File: config.mk
export PLATFORM = sky130hd
export DESIGN_NAME = accumulator_bytecode_executor_top
export DESIGN_NICKNAME = d
export VERILOG_FILES = /design/src/abe_pkg.sv /design/src/abe_ctrl.sv /design/src/abe_dp.sv /design/src/accumulator_bytecode_executor_top.sv
export SDC_FILE = /design/constraint.sdc
export NUM_CORES = 1
export LEC_CHECK = 0
export ABC_AREA = 1
export ABC_CLOCK_PERIOD_IN_PS = 7100
export BUFFER_PORTS_ARGS = -buffer_cell sky130_fd_sc_hd__buf_2
export CAP_MARGIN = 20
export CORE_ASPECT_RATIO = 1.5
export CORE_MARGIN = 4
export CORE_UTILIZATION = 30
export DETAILED_ROUTE_END_ITERATION = 8
export PLACE_DENSITY = 0.49
export SETUP_SLACK_MARGIN = 0.02
export SYNTH_ARGS = -nofsm -noshare
export SYNTH_HDL_FRONTEND = slang
export SYNTH_SLANG_ARGS = --single-unit
File: constraint.sdc
create_clock -name clk -period 7.1 [get_ports clk]
set_input_delay 0.71 -clock clk [delete_from_list [all_inputs] [get_ports clk]]
set_output_delay 0.71 -clock clk [all_outputs]
set_load 0.01 [all_outputs]
File: src/abe_pkg.sv
// Shared opcodes, fault codes, FSM states and control/status bundles of the executor.
package abe_pkg;

	localparam int unsigned DataW  = 8;
	localparam int unsigned FaultW = 2;
	localparam int unsigned InW    = 3 * DataW;
	localparam int unsigned OutW   = 2 * DataW + 2 + FaultW;
	localparam int unsigned OutPadW = ((OutW + 7) / 8) * 8;
	localparam int unsigned DivStepW = $clog2(DataW);

	localparam logic [DataW-1:0] OP_HALT = 8'h00;
	localparam logic [DataW-1:0] OP_LOAD = 8'h01;
	localparam logic [DataW-1:0] OP_INT  = 8'h02;
	localparam logic [DataW-1:0] OP_NOP  = 8'h03;
	localparam logic [DataW-1:0] OP_MUL  = 8'h04;
	localparam logic [DataW-1:0] OP_DIV  = 8'h05;
	localparam logic [DataW-1:0] OP_ADD  = 8'h06;
	localparam logic [DataW-1:0] OP_SUB  = 8'h07;
	localparam logic [DataW-1:0] OP_JUMP = 8'h08;
	localparam logic [DataW-1:0] OP_CALL = 8'h09;
	localparam logic [DataW-1:0] OP_PUSH = 8'h0A;
	localparam logic [DataW-1:0] OP_POP  = 8'h0B;
	localparam logic [DataW-1:0] OP_RET  = 8'h0C;
	localparam logic [DataW-1:0] OP_CMP  = 8'h0D;

	localparam logic [FaultW-1:0] FAULT_NONE    = 2'd0;
	localparam logic [FaultW-1:0] FAULT_DIVZERO = 2'd1;
	localparam logic [FaultW-1:0] FAULT_ILLEGAL = 2'd2;
	localparam logic [FaultW-1:0] FAULT_INT     = 2'd3;

	typedef enum logic [1:0] {
		S_IDLE,
		S_EXEC,
		S_DIV,
		S_DONE
	} abe_state_t;

	typedef struct packed {
		logic load_instr;
		logic div_start;
		logic div_step;
		logic commit;
	} abe_cmd_t;

	typedef struct packed {
		logic need_div;
		logic div_last;
		logic out_free;
		logic halted;
	} abe_sts_t;

endpackage

File: src/abe_ctrl.sv
// Controller state machine: sequences fetch, optional divide and write-back.
module abe_ctrl (
	input  logic              clk,
	input  logic              arst_n,
	input  logic              s_tvalid,
	output logic              s_tready,
	input  abe_pkg::abe_sts_t sts,
	output abe_pkg::abe_cmd_t cmd
);
	import abe_pkg::*;

	abe_state_t state_q;
	abe_state_t state_nxt;

	always_ff @(posedge clk or negedge arst_n) begin
		if (!arst_n) begin
			state_q <= S_IDLE;
		end else begin
			state_q <= state_nxt;
		end
	end

	always_comb begin
		state_nxt = state_q;
		unique case (state_q)
			S_IDLE: begin
				if (s_tvalid) state_nxt = S_EXEC;
			end
			S_EXEC: begin
				state_nxt = sts.need_div ? S_DIV : S_DONE;
			end
			S_DIV: begin
				if (sts.div_last) state_nxt = S_DONE;
			end
			S_DONE: begin
				if (sts.out_free) state_nxt = S_IDLE;
			end
			default: state_nxt = S_IDLE;
		endcase
	end

	always_comb begin
		s_tready       = 1'b0;
		cmd            = '0;
		unique case (state_q)
			S_IDLE: begin
				s_tready       = 1'b1;
				cmd.load_instr = s_tvalid;
			end
			S_EXEC: begin
				cmd.div_start = sts.need_div;
			end
			S_DIV: begin
				cmd.div_step = 1'b1;
			end
			S_DONE: begin
				cmd.commit = sts.out_free;
			end
			default: begin
				s_tready = 1'b0;
			end
		endcase
	end

endmodule

File: src/abe_dp.sv
// Datapath: machine registers, ALU, iterative divider and output register.
module abe_dp (
	input  logic                          clk,
	input  logic                          arst_n,
	input  logic [abe_pkg::InW-1:0]       s_tdata,
	output logic                          m_tvalid,
	input  logic                          m_tready,
	output logic [abe_pkg::OutPadW-1:0]   m_tdata,
	input  abe_pkg::abe_cmd_t             cmd,
	output abe_pkg::abe_sts_t             sts
);
	import abe_pkg::*;

	logic [DataW-1:0]    op_q, a_q, b_q;
	logic [DataW-1:0]    ip_q, acc_q;
	logic                eq_q, stop_q;
	logic [DataW-1:0]    rem_q, quo_q;
	logic [DivStepW-1:0] cnt_q;
	logic                out_valid_q;
	logic [OutW-1:0]     out_q;

	logic [DataW-1:0]    ip_nxt, acc_nxt;
	logic                eq_nxt, stop_nxt;
	logic [FaultW-1:0]   fault_nxt;
	logic [2*DataW-1:0]  product;
	logic [DataW:0]      rem_shift;
	logic [DataW:0]      rem_diff;

	// Hold the fetched instruction for the whole execution.
	always_ff @(posedge clk) begin
		if (cmd.load_instr) begin
			op_q <= s_tdata[DataW-1:0];
			a_q  <= s_tdata[2*DataW-1:DataW];
			b_q  <= s_tdata[3*DataW-1:2*DataW];
		end
	end

	// Restoring divider, one quotient bit per step, MSB first.
	assign rem_shift = {rem_q, quo_q[DataW-1]};
	assign rem_diff  = rem_shift - {1'b0, a_q};

	always_ff @(posedge clk) begin
		if (cmd.div_start) begin
			rem_q <= '0;
			quo_q <= acc_q;
		end else if (cmd.div_step) begin
			if (!rem_diff[DataW]) begin
				rem_q <= rem_diff[DataW-1:0];
				quo_q <= {quo_q[DataW-2:0], 1'b1};
			end else begin
				rem_q <= rem_shift[DataW-1:0];
				quo_q <= {quo_q[DataW-2:0], 1'b0};
			end
		end
	end

	always_ff @(posedge clk or negedge arst_n) begin
		if (!arst_n) begin
			cnt_q <= '0;
		end else if (cmd.div_start) begin
			cnt_q <= '0;
		end else if (cmd.div_step) begin
			cnt_q <= cnt_q + 1'b1;
		end
	end

	assign product = acc_q * a_q;

	always_comb begin
		ip_nxt    = ip_q;
		acc_nxt   = acc_q;
		eq_nxt    = eq_q;
		stop_nxt  = stop_q;
		fault_nxt = FAULT_NONE;
		if (stop_q) begin
			fault_nxt = FAULT_ILLEGAL;
		end else begin
			unique case (op_q)
				OP_HALT: begin
					stop_nxt = 1'b1;
					ip_nxt   = ip_q + 8'd1;
				end
				OP_LOAD: begin
					acc_nxt = a_q;
					ip_nxt  = ip_q + 8'd2;
				end
				OP_INT: fault_nxt = FAULT_INT;
				OP_NOP, OP_CALL, OP_PUSH, OP_POP, OP_RET: ip_nxt = ip_q + 8'd1;
				OP_MUL: begin
					acc_nxt = product[DataW-1:0];
					ip_nxt  = ip_q + 8'd2;
				end
				OP_DIV: begin
					if (a_q == '0) begin
						fault_nxt = FAULT_DIVZERO;
					end else begin
						acc_nxt = quo_q;
						ip_nxt  = ip_q + 8'd2;
					end
				end
				OP_ADD: begin
					acc_nxt = acc_q + a_q;
					ip_nxt  = ip_q + 8'd2;
				end
				OP_SUB: begin
					acc_nxt = acc_q - a_q;
					ip_nxt  = ip_q + 8'd2;
				end
				OP_JUMP: ip_nxt = a_q;
				OP_CMP: begin
					eq_nxt = (a_q == b_q);
					ip_nxt = ip_q + 8'd3;
				end
				default: fault_nxt = FAULT_ILLEGAL;
			endcase
		end
	end

	// Machine state advances only on write-back.
	always_ff @(posedge clk or negedge arst_n) begin
		if (!arst_n) begin
			ip_q   <= '0;
			acc_q  <= '0;
			eq_q   <= 1'b0;
			stop_q <= 1'b0;
		end else if (cmd.commit) begin
			ip_q   <= ip_nxt;
			acc_q  <= acc_nxt;
			eq_q   <= eq_nxt;
			stop_q <= stop_nxt;
		end
	end

	always_ff @(posedge clk or negedge arst_n) begin
		if (!arst_n) begin
			out_valid_q <= 1'b0;
		end else if (cmd.commit) begin
			out_valid_q <= 1'b1;
		end else if (m_tready) begin
			out_valid_q <= 1'b0;
		end
	end

	always_ff @(posedge clk) begin
		if (cmd.commit) begin
			out_q <= {fault_nxt, stop_nxt, eq_nxt, acc_nxt, ip_nxt};
		end
	end

	assign m_tvalid = out_valid_q;
	assign m_tdata  = {{(OutPadW-OutW){1'b0}}, out_q};

	assign sts.need_div = !stop_q && (op_q == OP_DIV) && (a_q != '0);
	assign sts.div_last = (cnt_q == {DivStepW{1'b1}});
	assign sts.out_free = !out_valid_q || m_tready;
	assign sts.halted   = stop_q;

endmodule

File: src/accumulator_bytecode_executor_top.sv
// Top level of the accumulator machine instruction executor.
// Sequence: an accepted item is latched in idle, executed, passed through the bit-serial
//   divider for a nonzero divide, and written to the output register once it is free.
// One item is in flight at a time, and the output register lets the next item enter
//   while a result waits.
// Reset: arst_n clears pointer, accumulator, zero flag, halted mark and all control state.
module accumulator_bytecode_executor_top (
	input  logic                          clk,
	input  logic                          arst_n,
	input  logic                          s_tvalid,
	output logic                          s_tready,
	// s_tdata from bit 0: cmd[7:0], operand_first[15:8], operand_second[23:16]
	input  logic [abe_pkg::InW-1:0]       s_tdata,
	output logic                          m_tvalid,
	input  logic                          m_tready,
	// m_tdata from bit 0: next_address[7:0], accumulator_value[15:8], zero_flag[16],
	// halted[17], fault[19:18], zero fill[23:20]
	output logic [abe_pkg::OutPadW-1:0]   m_tdata
);
	import abe_pkg::*;

	abe_cmd_t cmd;
	abe_sts_t sts;

	// Controller: take an item in idle, run the divider if needed, write back when the
	// output register is free.
	abe_ctrl u_ctrl (
		.clk      (clk),
		.arst_n   (arst_n),
		.s_tvalid (s_tvalid),
		.s_tready (s_tready),
		.sts      (sts),
		.cmd      (cmd)
	);

	// Datapath: instruction latch, machine registers, ALU, divider, output item register.
	abe_dp u_dp (
		.clk      (clk),
		.arst_n   (arst_n),
		.s_tdata  (s_tdata),
		.m_tvalid (m_tvalid),
		.m_tready (m_tready),
		.m_tdata  (m_tdata),
		.cmd      (cmd),
		.sts      (sts)
	);

	// One item at a time: no accept right after an accept.
	a_single_item: assert property (@(posedge clk) disable iff (!arst_n)
		s_tvalid && s_tready |=> !s_tready)
		else $error("input accepted while an item is in flight");

	// Never overwrite a result that is still waiting.
	a_no_overwrite: assert property (@(posedge clk) disable iff (!arst_n)
		cmd.commit |-> (!m_tvalid || m_tready))
		else $error("write-back over an untaken result");

	// Halted mark is sticky until reset.
	a_halt_sticky: assert property (@(posedge clk) disable iff (!arst_n)
		!$fell(sts.halted))
		else $error("halted mark cleared without reset");

	// Divider only runs from idle through execute.
	a_div_order: assert property (@(posedge clk) disable iff (!arst_n)
		cmd.div_start |-> $past(cmd.load_instr))
		else $error("divide started without a fresh item");

endmodule

### After elaboration in Yosys (flattened, before gate mapping)

Index checks and enable logic that the tools add are counted.

* add/subtract/negate cells: 7
* $mul: 1
* div/mod/pow operators: 0
* order comparisons: 0
* equality and inequality tests: 21
* shifts and indexed selects: 0
* multiplexer cells: 30
* bitwise gates (word level): 0
* reductions and logical operators: 15

Operators with widths (number)
* $pmux 8 s5: 2
* $mux 8: 7
* $eq 8x4->1 const B: 6
* $eq 8x3->1 const B: 4
* $add 8x2->8 const B: 2
* $eq 8x2->1 const B: 2
* $logic_not 8->1: 2
* $mux 1: 14
* $reduce_or 12->1: 1
* $sub 9x8->9: 1
* $add 8x1->8 const B: 1
* $add 8x8->8: 1
* $eq 8x1->1 const B: 1
* $eq 8x8->1: 1
* $mul 8x8->8: 1
* $pmux 2 s4: 1
* $reduce_bool 8->1: 1
* $sub 8x8->8: 1
* $mux 2: 3
* $mux 3: 2
* $pmux 2 s3: 1
* $reduce_or 6->1: 1
* $eq 2x2->1 const B: 2
* $ne 2x2->1 const B: 2
* other kinds (11): 14

* register bits: 84
* bits in latches: 0
* memory bits (writable): 0
* memory bits (read-only): 0
* input bits: 28
* output and inout bits: 26
* logic and storage cells: 88
* memories kept: 0

### Depth between registers and ports, before layout

Gate-level depths: netlist of the first run.

* depth after elaboration: 5
* mapped depth: 23
* depth with buffers taken out: 22

### By module

From an unflattened synthesis of the first run, not the netlist that was laid out.

* cell total of the unflattened synthesis: 812
* area total of the unflattened synthesis: 6363.6 µm²

By module, submodules not included
* abe_dp: times used 1, cells an instance 777, area an instance 6128.4 µm², seq. area each 2272.2 µm²
* abe_ctrl: times used 1, cells an instance 35, area an instance 235.2 µm², seq. area each 50.0 µm²

### Worst setup path before layout of the first run

Ideal clock, no wire load.

* path type: reg-to-reg
* start: reg u_dp.a_q[3]
* end: reg u_dp.out_q[15], data pin
* setup time: 0.249 ns
* arrival: 3.940 ns
* required time: 6.851 ns
* slack: 2.911 ns
* cell stages (with the launch flop): 23
* buffers on the path: 1
* clock period less this slack: 4.189 ns
* path through: edfxtp_1 -> buf_1 -> nand2_1 -> fa_1 -> fa_1 -> inv_1 -> fa_1 -> inv_1 -> fa_1 -> inv_1 -> ha_1 -> nand3_1 -> nand3_1 -> nand2_1 -> nand2_1 -> nand2_1 -> inv_1 -> nor2_1 -> nand3_1 -> nand3_1 -> nand3_1 -> nand2_1 -> inv_1

* word-level cells in the longest chain between the ends: 4
* elaborated cells between the ends (all ways): 7
* classes of those cells: 2 x add/sub; 1 x mul; 3 x mux; 1 x reduce/logical

RTL lines
* start, declared: RTL line abe_dp.sv:14 `logic [DataW-1:0] op_q, a_q, b_q;`
* start signal, assigned: RTL line abe_dp.sv:33 `a_q <= s_tdata[2*DataW-1:DataW];`
* parallel branches: the longest is 2 deep, another holds $mul 8x8->8
* $pmux 8 s5 *: RTL line abe_dp.sv:78 `unique case (op_q)`
* $mux 8 *: RTL line abe_dp.sv:75 `if (stop_q) begin`
* net u_dp.acc_nxt[7]: RTL line abe_dp.sv:22 `logic [DataW-1:0] ip_nxt, acc_nxt;`
* end signal, assigned: RTL line abe_dp.sv:146 `out_q <= {fault_nxt, stop_nxt, eq_nxt, acc_nxt, ip_nxt};`
* end, declared: RTL line abe_dp.sv:20 `logic [OutW-1:0] out_q;`

Mark *: on every way through the listed nets, which the timed path passes.
A chain may end at the register's enable or synchronous reset.

### Final worst setup path of the first run

Ends and elaborated chain as after synthesis.

==> out/summary.md, run 1 <==
For the finished layout, the period the worst path requires is 4.47 ns. For the worst setup path, the data arrival time is 4.58 ns. Number of global-route vias before repair: 5206. The run finished with clean final reports. For this design, the sink count on the clock tree is 84. The synthesized netlist occupies a cell area of 6290 um2.

Detailed placement ended at an HPWL of 12.9 mm. The critical path start-end classification was flop to flop. In this run the horizontal extent of the chip is 126 um.

For this design the ratio of total power to cell area is 291 nW/um2. The max-slew violation count was 0. TritonCTS built the clock tree. Synthesis produced a netlist whose cell count is 804. The mean cell area of the mapped netlist works out to 7.82 um2. Static timing analysis puts the maximum clock frequency at 224 MHz. The number of placement rows was 64. The logs give 2320 um2 for the sequential cell area in the final layout and 54 for the number of primary I/O pins. For this design, the CTS-stage hold fixing added 0 buffers. After detailed routing, the number of remaining DRC violations is 0. The design area was 7030 um2. For this run, the register share of the synthesized area comes to 36.9%. The tools report the number of resized instances in the post-cts repair step as 0. The layout has 2250 filler cells. The clock insertion delay at the later pin of the skew report was 0.35 ns; the synthesized flop and latch total was 84. The area added between synthesis and finish works out to 11.9%. In this run, CTS created clock tree buffers numbering 9. The worst pin sits at a relative slew slack of 37.0%. Dividing the detail-routed wire length by the instance count gives 14.9 um. The tools report the aggregate negative setup slack as 0 ns.

Starting density of the core: 30.7%. Startpoint type of the worst setup path: a flop. The longest clock path from root to sink contains 2 buffers. For the total congestion overflow after global routing, the log shows 0.

The total global-route track usage is 15.1%. The multi-input combinational cells in the finished layout cover a total of 3350 um2. Between clock sinks in the finished design, the worst skew comes to 0.0131 ns. The global-route wire length before repair is 27.7 mm. Utilization after layout: 34.3%.

The tools report the number of antenna violations at the first check in global routing as 0. Once detail routing completed, the nets flagged for antenna violations numbered 0. The run gives 23400 um2 as the full die area. In the routed layout, each cell is associated on average with a via count of 4.62.

For the largest net degree at the start of global routing, the log shows 25. The logs give 6760 um2 for the total placed instance area and 0.869 for the placer congestion estimate. Setup violations remaining at the end of the flow were counted as 0. The final net count was 928. The slew at the pin closest to its max-slew limit was 0.944 ns; the detailed-routing iteration count for the pre-antenna-repair pass was 8.

The run gives 16.6 mm as the total length of routed wires. The kind of path behind the tightest hold check is input pin to asynchronous set/reset pin. Cells with a size suffix above 1 make up 12.7% of the layout. The routed layout has 5139 vias. The antenna diode instance count was 0; the clock-pin slew reported for the worst setup and hold paths after clock tree synthesis was 0.07 ns.

The number of violations reported at the end of detailed-routing iteration 0 is 293. The critical path required time is 7.21 ns, and the maximum vdd drop is 0.000159 V. The core area is 20500 um2.

The number of maximum-capacitance violations is 0, and the number of warning messages in the yosys log is 0. The count of different cell masters after synthesis was 49. Setup repair after global routing left no endpoint under its margin. The overall power after layout is 2.05 mW.

The worst setup path is captured at a flop. In this run the static leakage power is 3.56 nW. Master cell of the clock root buffer: sky130_fd_sc_hd__clkbuf_16. In this run the vertical extent of the chip is 185 um. In this run the worst path has a maximum fanout of 12. The number of hold violations in the final report is 0. After clock tree synthesis, the setup repair step added 0 buffers.

In the finished design, the share of the clock period the worst path needs comes to 63.0%. During placement, the flow inserted port buffers numbering 49. The maximum level of the CTS H-tree came out at 3.
## layout make-up
class	count	area share (%)
flip-flops and latches	84	33.0
clock buffers	12	3.51
repair buffers	50	3.59
multi-input cells	565	47.6
well taps	264	4.70
inverters	134	7.21
clock inverters	4	0.356
## worst paths after layout
path | start | endpoint | slack, ns | cells after the start
min | arst_n | u_dp.acc_q[2]$_DFFE_PN0P_ | 0.39 | 1
max | u_dp.a_q[3]$_DFFE_PP_ | u_dp.out_q[15]$_DFFE_PP_ | 2.63 | 21
min in group clk | u_dp.rem_q[7]$_SDFFE_PP0P_ | u_dp.rem_q[7]$_SDFFE_PP0P_ | 0.47 | 2
min reg2reg | u_dp.rem_q[7]$_SDFFE_PP0P_ | u_dp.rem_q[7]$_SDFFE_PP0P_ | 0.47 | 2
max reg2reg | u_dp.a_q[3]$_DFFE_PP_ | u_dp.out_q[15]$_DFFE_PP_ | 2.63 | 21
max in group asynchronous | arst_n | u_dp.cnt_q[2]$_DFFE_PN0P_ | 6.26 | 1
## critical path, stage by stage, from the launching register on
cell and delay [ns]:
sky130_fd_sc_hd__edfxtp_1 0.71, sky130_fd_sc_hd__nand2_1 0.16, sky130_fd_sc_hd__fa_1 0.44, sky130_fd_sc_hd__fa_1 0.54, sky130_fd_sc_hd__inv_1 0.05, sky130_fd_sc_hd__fa_1 0.47
sky130_fd_sc_hd__inv_1 0.05, sky130_fd_sc_hd__fa_1 0.52, sky130_fd_sc_hd__inv_1 0.05, sky130_fd_sc_hd__ha_1 0.33, sky130_fd_sc_hd__nand3_1 0.12, sky130_fd_sc_hd__nand3_1 0.07
sky130_fd_sc_hd__nand2_1 0.06, sky130_fd_sc_hd__nand2_1 0.06, sky130_fd_sc_hd__nand2_1 0.06, sky130_fd_sc_hd__inv_1 0.04, sky130_fd_sc_hd__nor2_1 0.12, sky130_fd_sc_hd__nand3_1 0.09
sky130_fd_sc_hd__nand3_1 0.09, sky130_fd_sc_hd__nand3_1 0.10, sky130_fd_sc_hd__nand2_1 0.07, sky130_fd_sc_hd__inv_1 0.03
## per-stage QoR
step	cells	hold slack [ns]	setup WS, ns
4_1_cts	1113	0.418	2.64
3_3_place_gp	1097	0.458	2.75
6_report	1113	0.393	2.63
2_1_floorplan	807	0.414	2.91
3_5_place_dp	1097	0.462	2.65
5_1_grt	1113	0.442	2.25
## synthesized netlist by cell type (all sizes together)
cell type / count / area share [%]
edfxtp: 52 / 25
a21oi: 24 / 1.9
or2: 5 / 0.50
nand2: 259 / 16
a22oi: 2 / 0.24
inv: 131 / 7.9
o21a: 1 / 0.12
a31oi: 5 / 0.50
o21ai: 47 / 3.7
buf: 13 / 1.3
a21o: 2 / 0.24
nand4: 11 / 1.1
nand3: 44 / 3.9
o22ai: 5 / 0.50
a21boi: 1 / 0.12
dfxtp: 8 / 2.5
clkinv: 3 / 0.20
fa: 15 / 4.8
conb: 1 / 0.060
clkbuf: 11 / 0.66
nand3b: 4 / 0.48
o2111ai: 1 / 0.14
dfrtp: 24 / 9.6
xor2: 19 / 2.6
a211oi: 1 / 0.12
o31ai: 1 / 0.12
xnor2: 11 / 1.5
nor3: 6 / 1.1
ha: 41 / 8.2
nor2: 40 / 3.1
and2: 3 / 0.30
a22o: 2 / 0.28
o211ai: 11 / 1.3
## logic make-up (layout without fill, tap and decap cells)
group / count (synthesis) / in the layout / synth area share [%]
other: 1 / 4 / 0.0597
adders and majority gates: 56 / 56 / 12.9
and+or+nand+nor: 372 / 372 / 26.6
DFF: 84 / 84 / 36.9
buffers and inverters: 158 / 200 / 9.97
xor gates and xnor gates: 30 / 30 / 4.18
AOI/OAI and AO/OA: 103 / 103 / 9.34
## sequential cells by signal (all words and copies together), names as in the netlist
name	count
u_dp.out_q	20
u_dp.a_q	8
u_dp.acc_q	8
u_dp.b_q	8
u_dp.ip_q	8
u_dp.op_q	8
u_dp.quo_q	8
u_dp.rem_q	8
u_dp.cnt_q	3
u_ctrl.state_q	2
u_dp.eq_q	1
u_dp.m_tvalid	1
u_dp.stop_q	1
## cells in the final DEF (no fill, tap or decap), types with 3 or more instances in the layout
cell type / synthesis / layout
sky130_fd_sc_hd__a21oi_1: 24 / 24
sky130_fd_sc_hd__a31oi_1: 5 / 5
sky130_fd_sc_hd__and2_1: 3 / 3
sky130_fd_sc_hd__buf_2: 6 / 49
sky130_fd_sc_hd__clkbuf_16: 0 / 9
sky130_fd_sc_hd__clkinv_2: 1 / 3
sky130_fd_sc_hd__conb_1: 1 / 4
sky130_fd_sc_hd__dfrtp_1: 24 / 24
sky130_fd_sc_hd__dfxtp_1: 8 / 8
sky130_fd_sc_hd__edfxtp_1: 52 / 52
sky130_fd_sc_hd__fa_1: 15 / 15
sky130_fd_sc_hd__ha_1: 41 / 41
sky130_fd_sc_hd__inv_1: 117 / 117
sky130_fd_sc_hd__inv_2: 13 / 13
sky130_fd_sc_hd__nand2_1: 249 / 249
sky130_fd_sc_hd__nand2_2: 7 / 7
sky130_fd_sc_hd__nand2_4: 3 / 3
sky130_fd_sc_hd__nand3_1: 41 / 41
sky130_fd_sc_hd__nand3b_1: 4 / 4
sky130_fd_sc_hd__nand4_1: 11 / 11
sky130_fd_sc_hd__nor2_1: 31 / 31
sky130_fd_sc_hd__nor2_2: 4 / 4
sky130_fd_sc_hd__nor2_4: 5 / 5
sky130_fd_sc_hd__nor3_4: 3 / 3
sky130_fd_sc_hd__o211ai_1: 11 / 11
sky130_fd_sc_hd__o21ai_0: 30 / 30
sky130_fd_sc_hd__o21ai_1: 17 / 17
sky130_fd_sc_hd__o22ai_1: 5 / 5
sky130_fd_sc_hd__or2_2: 3 / 3
sky130_fd_sc_hd__xnor2_1: 11 / 11
sky130_fd_sc_hd__xor2_1: 19 / 19
## report_power, final
group | internal, mW | switching, mW | total, mW
registers | 0.659 | 0.108 | 0.767
clock network | 0.246 | 0.193 | 0.438
logic | 0.301 | 0.543 | 0.844
total | 1.21 | 0.844 | 2.05
## metal layers
| layer | vias up | GRT usage [%] | part of all wire (%) |
|---|---|---|---|
| met3 | 19 | 2.08 | 3.2 |
| met2 | 112 | 27.3 | 51 |
| li1 | 2647 | - | - |
| met4 | 0 | 5.02 | 2.1 |
| met5 | - | 0 | 0 |
| met1 | 2361 | 18.5 | 43 |
(Power assumes the default switching activity.)
==> run 2, diff against run 1 <==
--- a/config.mk
+++ b/config.mk
@@ -6,7 +6,7 @@
 export NUM_CORES = 1
 export LEC_CHECK = 0
 export ABC_AREA = 1
-export ABC_CLOCK_PERIOD_IN_PS = 7100
+export ABC_CLOCK_PERIOD_IN_PS = 4200
 export BUFFER_PORTS_ARGS = -buffer_cell sky130_fd_sc_hd__buf_2
 export CAP_MARGIN = 20
 export CORE_ASPECT_RATIO = 1.5
==> constraint.sdc (replaced) <==
create_clock -name clk -period 4.2 [get_ports clk]
set_input_delay 0.42 -clock clk [delete_from_list [all_inputs] [get_ports clk]]
set_output_delay 0.42 -clock clk [all_outputs]
set_load 0.01 [all_outputs]
==> run 2 against run 1 <==
Effect of this change: clock power rose by 100%; utilization rose by 1.2 points; combinational power rose by 87%; critical endpoint unchanged; setup slack got worse by 2.4 ns; first-iteration DRC count rose by 7.5%; die area did not move; sequential share of layout area fell by 1.1 points; non-clock buffer count rose by 17; register-to-register slack got worse by 2.4 ns.
==> out/summary.md, run 2 (synthesis gave the netlist of run 1 again) <==
Dividing the detail-routed via count by the number of cells gives 4.69. The tools report the setup skew after layout as 0.00743 ns. The register with the most flip-flops in the final layout is u_dp.out_q.

In the layout the commonest cells are sky130_fd_sc_hd__nand2_1, sky130_fd_sc_hd__inv_1, sky130_fd_sc_hd__edfxtp_1. For the pin with the worst max-slew slack, the measured transition is 0.939 ns. TritonCTS built the clock tree. For this block, the initial DRC count from the detailed router was 315.

The tools report the total global-route track usage as 15.5%. The power per unit of standard cell area was 508 nW/um2; the overall via count from detail_route was 5298. In the routed design, unresolved DRC markers number 0. The tools report the final setup violation count as 0.

The run gives 0 as the max-slew violation count. In this run the static leakage power is 3.67 nW. In this run the deepest clock path goes through 2 buffers. The completed layout was analyzed and its total power is 3.70 mW. Number of primary I/O pins: 54. The worst setup path is captured at a flop. The number of antenna violations at the first check in global routing was 0; the area added between synthesis and finish was 15.8%. The overall die width was 126 um. The largest driver fanout on the critical path came out at 6. At the end of routability-driven placement, the weighted congestion stood at 0.891. The detailed-routing iteration count for the pre-antenna-repair pass was 5; the total length of routed wires was 17.4 mm. Antenna diode instance count: 0. By startpoint and endpoint, the worst setup path is classified as flop to flop. The clock reaches the later pin of the worst-skew pair after 0.35 ns. The starting density of the core came out at 30.7%. The first global-routing pass estimated 28.3 mm of wire.

The detailed-placement wirelength estimate was 13.5 mm. The final net count is 945, and the core area is 20500 um2. The number of sinks on the clock net is 84, and the total congestion overflow after global routing is 0. Number of global-route vias before repair: 5297. The number of hold violations in the final report came out at 0. Most frequent standard cell in the layout excluding fill and tap cells: sky130_fd_sc_hd__nand2_1.

The flow ran to the end, and the final reports show no timing, DRC or antenna violations. The H-tree generated during clock tree synthesis spans 3 levels. At the worst endpoint, the required time is 4.31 ns. The timing-limited maximum frequency was 254 MHz; the clock-pin slew reported for the worst setup and hold paths after clock tree synthesis was 0.07 ns. The register with the most flip-flops in the layout has 20 of them. Of the available clock period, the critical path in the final layout requires 93.6%. Worst setup slack before clock tree synthesis: 0.0728 ns. For the arrival time at the worst endpoint, the log shows 4.05 ns. The min-delay analysis places its worst path in the category input pin to asynchronous set/reset pin. Utilization after layout: 35.5%.

Setup repair after global routing left no endpoint under its margin. The post-route netlist has 15.9% of its cells at a drive strength greater than 1. Entering global routing, the biggest net connects 25 pins.

In the final routed layout, each cell accounts on average for 15.4 um. The count of buffers from port buffering works out to 49. Master cell of the clock root buffer: sky130_fd_sc_hd__clkbuf_16. The number of hold buffers added after CTS was 0. TritonCTS created 9 clock buffers.

The worst pin sits at a relative slew slack of 37.4%. The aggregate negative setup slack is 0 ns, and the maximum vdd drop is 0.000377 V. The initialized floorplan defines 64 standard-cell rows. The worst setup path is launched from a flop. Subtracting the final worst setup slack from the clock period gives 3.93 ns.

In this run the remaining antenna-violating nets after routing total 0. The die covers 23400 um2. Max-cap violations in this run came to 0.

The slack of the critical path is 0.267 ns. The die is 185 um tall.
-- run 2: what timing repair did --
item	in CTS	in global routing
resized for setup	0	14
setup buffers	0	2
setup endpoints to repair	0	2
-- run 2: report_power, final --
| group | internal, mW | switching [mW] | leakage [nW] |
|---|---|---|---|
| combinational | 0.576 | 1.00 | 2.63 |
| sequential | 1.11 | 0.128 | 0.876 |
| clock | 0.536 | 0.343 | 0.157 |
-- run 2: final cells by class --
type | instances | area [um2]
repair buffers | 67 | 388
clock inverters | 6 | 85.1
flip-flops and latches | 84 | 2320
fillers | 2210 | 13200
clock buffers | 10 | 239
inverters | 134 | 507
multi-input cells | 565 | 3410
well taps | 264 | 330
-- run 2: path summary, 6_finish.rpt --
path | start | endpoint | slack (ns) | depth (start not counted)
setup / recovery | u_dp.a_q[4]$_DFFE_PP_ | u_dp.out_q[15]$_DFFE_PP_ | 0.27 | 23
min in group clk | s_tdata[15] | u_dp.a_q[7]$_DFFE_PP_ | 0.24 | 1
setup reg to reg | u_dp.a_q[4]$_DFFE_PP_ | u_dp.out_q[15]$_DFFE_PP_ | 0.27 | 23
max in group asynchronous | arst_n | u_dp.cnt_q[1]$_DFFE_PN0P_ | 3.60 | 1
hold reg to reg | u_dp.rem_q[6]$_SDFFE_PP0P_ | u_dp.rem_q[6]$_SDFFE_PP0P_ | 0.47 | 2
hold / removal | arst_n | u_dp.ip_q[2]$_DFFE_PN0P_ | 0.12 | 1
-- run 2: metrics by stage --
step	cells	cell area, um2	hold WS [ns]
finish	1130	7280	0.125
global route	1130	7280	0.167
CTS	1128	7200	0.121
detailed placement	1112	6870	0.462
global placement	1112	6870	0.462
floorplan	807	6300	0.124
-- run 2: worst max-delay path, cell delays in order (launching register included) --
cell                       delay (ns)
sky130_fd_sc_hd__edfxtp_1        0.40
sky130_fd_sc_hd__buf_4           0.13
sky130_fd_sc_hd__buf_4           0.15
sky130_fd_sc_hd__nand2_1         0.09
sky130_fd_sc_hd__fa_1            0.44
sky130_fd_sc_hd__inv_2           0.07
sky130_fd_sc_hd__fa_1            0.39
sky130_fd_sc_hd__ha_1            0.29
sky130_fd_sc_hd__inv_1           0.05
sky130_fd_sc_hd__fa_1            0.52
sky130_fd_sc_hd__inv_1           0.07
sky130_fd_sc_hd__ha_4            0.25
sky130_fd_sc_hd__nand3_1         0.08
sky130_fd_sc_hd__nand3_1         0.07
sky130_fd_sc_hd__nand2_1         0.06
sky130_fd_sc_hd__nand2_1         0.05
sky130_fd_sc_hd__nand2_1         0.05
sky130_fd_sc_hd__inv_1           0.05
sky130_fd_sc_hd__nor2_2          0.12
sky130_fd_sc_hd__nand3_1         0.10
sky130_fd_sc_hd__nand3_2         0.09
sky130_fd_sc_hd__nand3_2         0.07
sky130_fd_sc_hd__nand2_1         0.07
sky130_fd_sc_hd__inv_1           0.03
-- run 2: metal layers --
| layer | vias to the layer above | part of all wire (%) | routed length (um) | global-route usage, % |
|---|---|---|---|---|
| li1 | 2692 | - | - | - |
| met1 | 2444 | 43 | 7550 | 19.0 |
| met2 | 130 | 49 | 8530 | 26.9 |
| met3 | 32 | 3.7 | 647 | 1.96 |
| met4 | 0 | 3.8 | 661 | 7.43 |
| met5 | - | 0 | 0 | 0 |
==> run 3, diff against run 2 <==
--- a/config.mk
+++ b/config.mk
@@ -9,11 +9,13 @@
 export ABC_CLOCK_PERIOD_IN_PS = 4200
 export BUFFER_PORTS_ARGS = -buffer_cell sky130_fd_sc_hd__buf_2
 export CAP_MARGIN = 20
+export CELL_PAD_IN_SITES_DETAIL_PLACEMENT = 1
+export CELL_PAD_IN_SITES_GLOBAL_PLACEMENT = 1
 export CORE_ASPECT_RATIO = 1.5
 export CORE_MARGIN = 4
-export CORE_UTILIZATION = 30
+export CORE_UTILIZATION = 25
 export DETAILED_ROUTE_END_ITERATION = 8
-export PLACE_DENSITY = 0.49
+export PLACE_DENSITY = 0.53
 export SETUP_SLACK_MARGIN = 0.02
 export SYNTH_ARGS = -nofsm -noshare
 export SYNTH_HDL_FRONTEND = slang
==> run 3 against run 2 <==
Effect of this change: count of clock-buffer cells in the layout did not move; hold slack got worse by 0.0059 ns; utilization fell by 5.5 points; first-iteration DRC count down 47%; sequential power about the same; final cell count grew 5.8%; sequential cell count unchanged; setup slack better by 0.031 ns.
==> out/summary.md, run 3 (synthesis gave the netlist of run 1 again) <==
The per-cell routed wire length came out at 17.1 um. The register with the most flip-flops in the layout has 20 of them. The count of buffers from port buffering is 49. The critical path goes through nand2_1 -> fa_2 -> fa_1 -> inv_1 -> fa_1 -> inv_1 -> fa_1 -> inv_2 -> ha_4 -> nand2_1 -> nand3_1 -> nand2_1 -> nand2_1 -> nand2_1 -> inv_1 -> nor2_2 -> nand3_1 -> nand3_2 -> nand3_2 -> nand2_1 -> inv_1. Max-cap violations in this run came to 0. Once detail routing completed, the nets flagged for antenna violations numbered 0. Number of antenna violations at the first check in global routing: 0.

The worst setup path is of the flop to flop kind. Counting tap cells, the placed design contains a total of 1178 instances. Setup repair after global routing left no endpoint under its margin.

The tools report the leakage dissipation as 3.70 nW. The overall die width is 137 um. IR analysis of the VDD net gives a maximum drop of 0.000296 V. The detailed-route DRC error count was 0; the final critical-path required period was 3.90 ns. The share of layout cells above drive strength 1 came out at 16.4%. In this run, flip-flops and latches consume 33.0% of the power. The kind of cell with the highest combined delay along the critical path is adder cells. For this design, the CTS-stage hold fixing added 0 buffers.

Along the worst path, the maximum fanout reaches 4. The worst setup path is launched from a flop. Based on the critical path, the design can be clocked at up to 256 MHz.

The first global-routing pass estimated 32.3 mm of wire. The run finished with clean final reports. The logs give 70 for the number of placement rows and 29.0% for the met2 usage. The cell repeated most along the worst path is sky130_fd_sc_hd__nand2_1. During I/O placement, the number of pins put on the boundary was 54.

Measured against its own limit, the worst slew margin works out to 35.1%. Type of element capturing the critical path: a flop. The library cells used most frequently in the layout, excluding fill and tap cells, are sky130_fd_sc_hd__nand2_1, sky130_fd_sc_hd__inv_1, sky130_fd_sc_hd__edfxtp_1. Summed over all layers, the routed wires come to 20.5 mm.

The most frequent standard cell in the layout excluding fill and tap cells was sky130_fd_sc_hd__nand2_1. The run gives 1.72% as the global routing met3 resource utilization. Largest register by flop count: u_dp.out_q. The critical path crosses 21 cells after its start point. Clock insertion delay at the later pin of the skew report: 0.36 ns. The master cell of the clock root buffer was sky130_fd_sc_hd__clkbuf_16. The share of the clock period used by the worst path after layout was 92.9%. Clock tree synthesis found a total of 84 sinks. The slowest stage of the critical path is the sky130_fd_sc_hd__fa_1 cell.

The logs give 5465 for the overall via count from detail_route and 9 for the number of buffers added by the clock tree synthesis step. The arrival time at the worst endpoint was 4.03 ns; the area added between synthesis and finish was 17.4%. The tools report the minimum setup slack among reg-to-reg paths as 0.30 ns. The average via count per standard cell was 4.57. The core area was 24600 um2. The beginning of the worst register-to-register path was u_dp.a_q[2]$_DFFE_PP_. For this design the ratio of total power to cell area is 511 nW/um2.

The congestion estimate from routability-driven global placement came to 0.829. In the final design database the tool counted 951 nets. After the first detailed-routing iteration, the DRC count stood at 168. Slew at the pin closest to its max-slew limit: 0.973 ns. The number of antenna diodes in the final layout is 0. For the largest net degree at the start of global routing, the log shows 25. Global routing consumed, on the met1 layer, 17.8% of the routing resources. The first TritonRoute pass finished after 4 iterations. TritonCTS built the clock tree. In this run switching power makes up 42.0% of total power.

The setup skew after layout is 0.0103 ns, and the maximum single-stage delay on the critical path is 0.55 ns. After global routing, the most crowded layer is met2. The full die area came out at 27800 um2. Total global-route track usage: 15.5%. The worst register-to-register path ends at u_dp.out_q[15]$_DFFE_PP_. For the worst flop-to-flop path, the logic depth is 21.

Max-slew violation count: 0. Global routing finished with a remaining overflow of 0. The tools report the maximum buffer depth of the clock tree as 2. Summed over all nets, the half-perimeter wirelength after detailed placement is 16.4 mm. Of the total power, the clock network draws 23.4%. The worst slack on hold paths is 0.119 ns, and the combinational fraction of design power is 43.6%. Setup violations remaining at the end of the flow were counted as 0. The count of buffer and inverter cells on the critical path was 5; the critical path required time was 4.33 ns.

Adding up every negative setup slack in the final design gives 0 ns. The initial utilization of the core area, before any placement, comes to 25.5%. The number of standard cells in the final layout excluding fillers is 1196. The tightest min-delay check is of the input pin to asynchronous set/reset pin type. For the number of hold violations in the final report, the log shows 0.

Cell internal power was estimated by the tool at 2.19 mW. Clock-pin slew was measured on the worst setup and hold paths at 0.08 ns. The number of global-route vias before repair was 5734. In this run the vertical extent of the chip is 202 um. The logs give 1.58 mW for the net switching power and 3 for the maximum level of the CTS H-tree.
[run 3: changes by cell type in the layout (fill, tap and decap cells not counted), sizes merged]
cell,delta
inv,+4
clkinvlp,-1
buf,+6
bufinv,-1
clkinv,-2
[run 3: cell type report]
class | count | area [um2]
Multi-Input combinational cell | 565 | 3400
Timing Repair Buffer | 73 | 433
Inverter | 134 | 507
Clock inverter | 6 | 73.8
Sequential cell | 84 | 2320
Clock buffer | 10 | 239
Fill cell | 2957 | 17200
Tap cell | 324 | 405
[run 3: per-layer routing]
layer	vias to the layer above	share of wire, %
li1	2697	-
met5	-	0
met1	2683	41
met2	64	55
met4	0	2.1
met3	21	2.0
[run 3: how the worst max path moves through the flow]
stage | startpoint | end
floorplan | u_dp.acc_q[1]$_DFFE_PN0P_ | u_dp.out_q[15]$_DFFE_PP_
global placement | u_dp.a_q[4]$_DFFE_PP_ | u_dp.out_q[15]$_DFFE_PP_
CTS | u_dp.a_q[4]$_DFFE_PP_ | u_dp.out_q[15]$_DFFE_PP_
detailed placement | u_dp.a_q[4]$_DFFE_PP_ | u_dp.out_q[15]$_DFFE_PP_
finish | u_dp.a_q[2]$_DFFE_PP_ | u_dp.out_q[15]$_DFFE_PP_
global route | u_dp.a_q[2]$_DFFE_PP_ | u_dp.out_q[15]$_DFFE_PP_
[run 3: what timing repair did]
action / in CTS / in global routing
gates cloned: 0 / 0
setup buffers: 2 / 0
resized for setup: 1 / 11
pin swaps: 0 / 5
endpoints found under the setup margin: 1 / 5
[run 3: stage by stage]
stage	utilization, %	power (mW)	instance area (um2)	setup WS [ns]
4_1_cts	29.8	3.81	7320	0.0573
6_report	30.0	3.77	7380	0.298
5_1_grt	30.0	4.09	7380	0.0335
3_5_place_dp	28.4	2.90	6990	-0.0230
2_1_floorplan	-	2.36	6300	0.0393
3_3_place_gp	28.4	2.88	6990	0.0708
[run 3: worst reg2reg max path, stage by stage (launching register included)]
cell and delay, ns:
sky130_fd_sc_hd__edfxtp_1 0.44, sky130_fd_sc_hd__nand2_1 0.10, sky130_fd_sc_hd__fa_2 0.36, sky130_fd_sc_hd__fa_1 0.55, sky130_fd_sc_hd__inv_1 0.05, sky130_fd_sc_hd__fa_1 0.48
sky130_fd_sc_hd__inv_1 0.05, sky130_fd_sc_hd__fa_1 0.52, sky130_fd_sc_hd__inv_2 0.06, sky130_fd_sc_hd__ha_4 0.25, sky130_fd_sc_hd__nand2_1 0.08, sky130_fd_sc_hd__nand3_1 0.08
sky130_fd_sc_hd__nand2_1 0.06, sky130_fd_sc_hd__nand2_1 0.06, sky130_fd_sc_hd__nand2_1 0.06, sky130_fd_sc_hd__inv_1 0.05, sky130_fd_sc_hd__nor2_2 0.11, sky130_fd_sc_hd__nand3_1 0.10
sky130_fd_sc_hd__nand3_2 0.08, sky130_fd_sc_hd__nand3_2 0.06, sky130_fd_sc_hd__nand2_1 0.06, sky130_fd_sc_hd__inv_1 0.03
[run 3: power by group through the flow]
stage / clock network (mW) / registers, mW / logic (mW)
2_1_floorplan: 0 / 1.22 / 1.13
3_3_place_gp: 0 / 1.26 / 1.61
3_5_place_dp: 0 / 1.26 / 1.63
4_1_cts: 0.913 / 1.25 / 1.65
5_1_grt: 0.941 / 1.27 / 1.88
6_report: 0.884 / 1.24 / 1.64
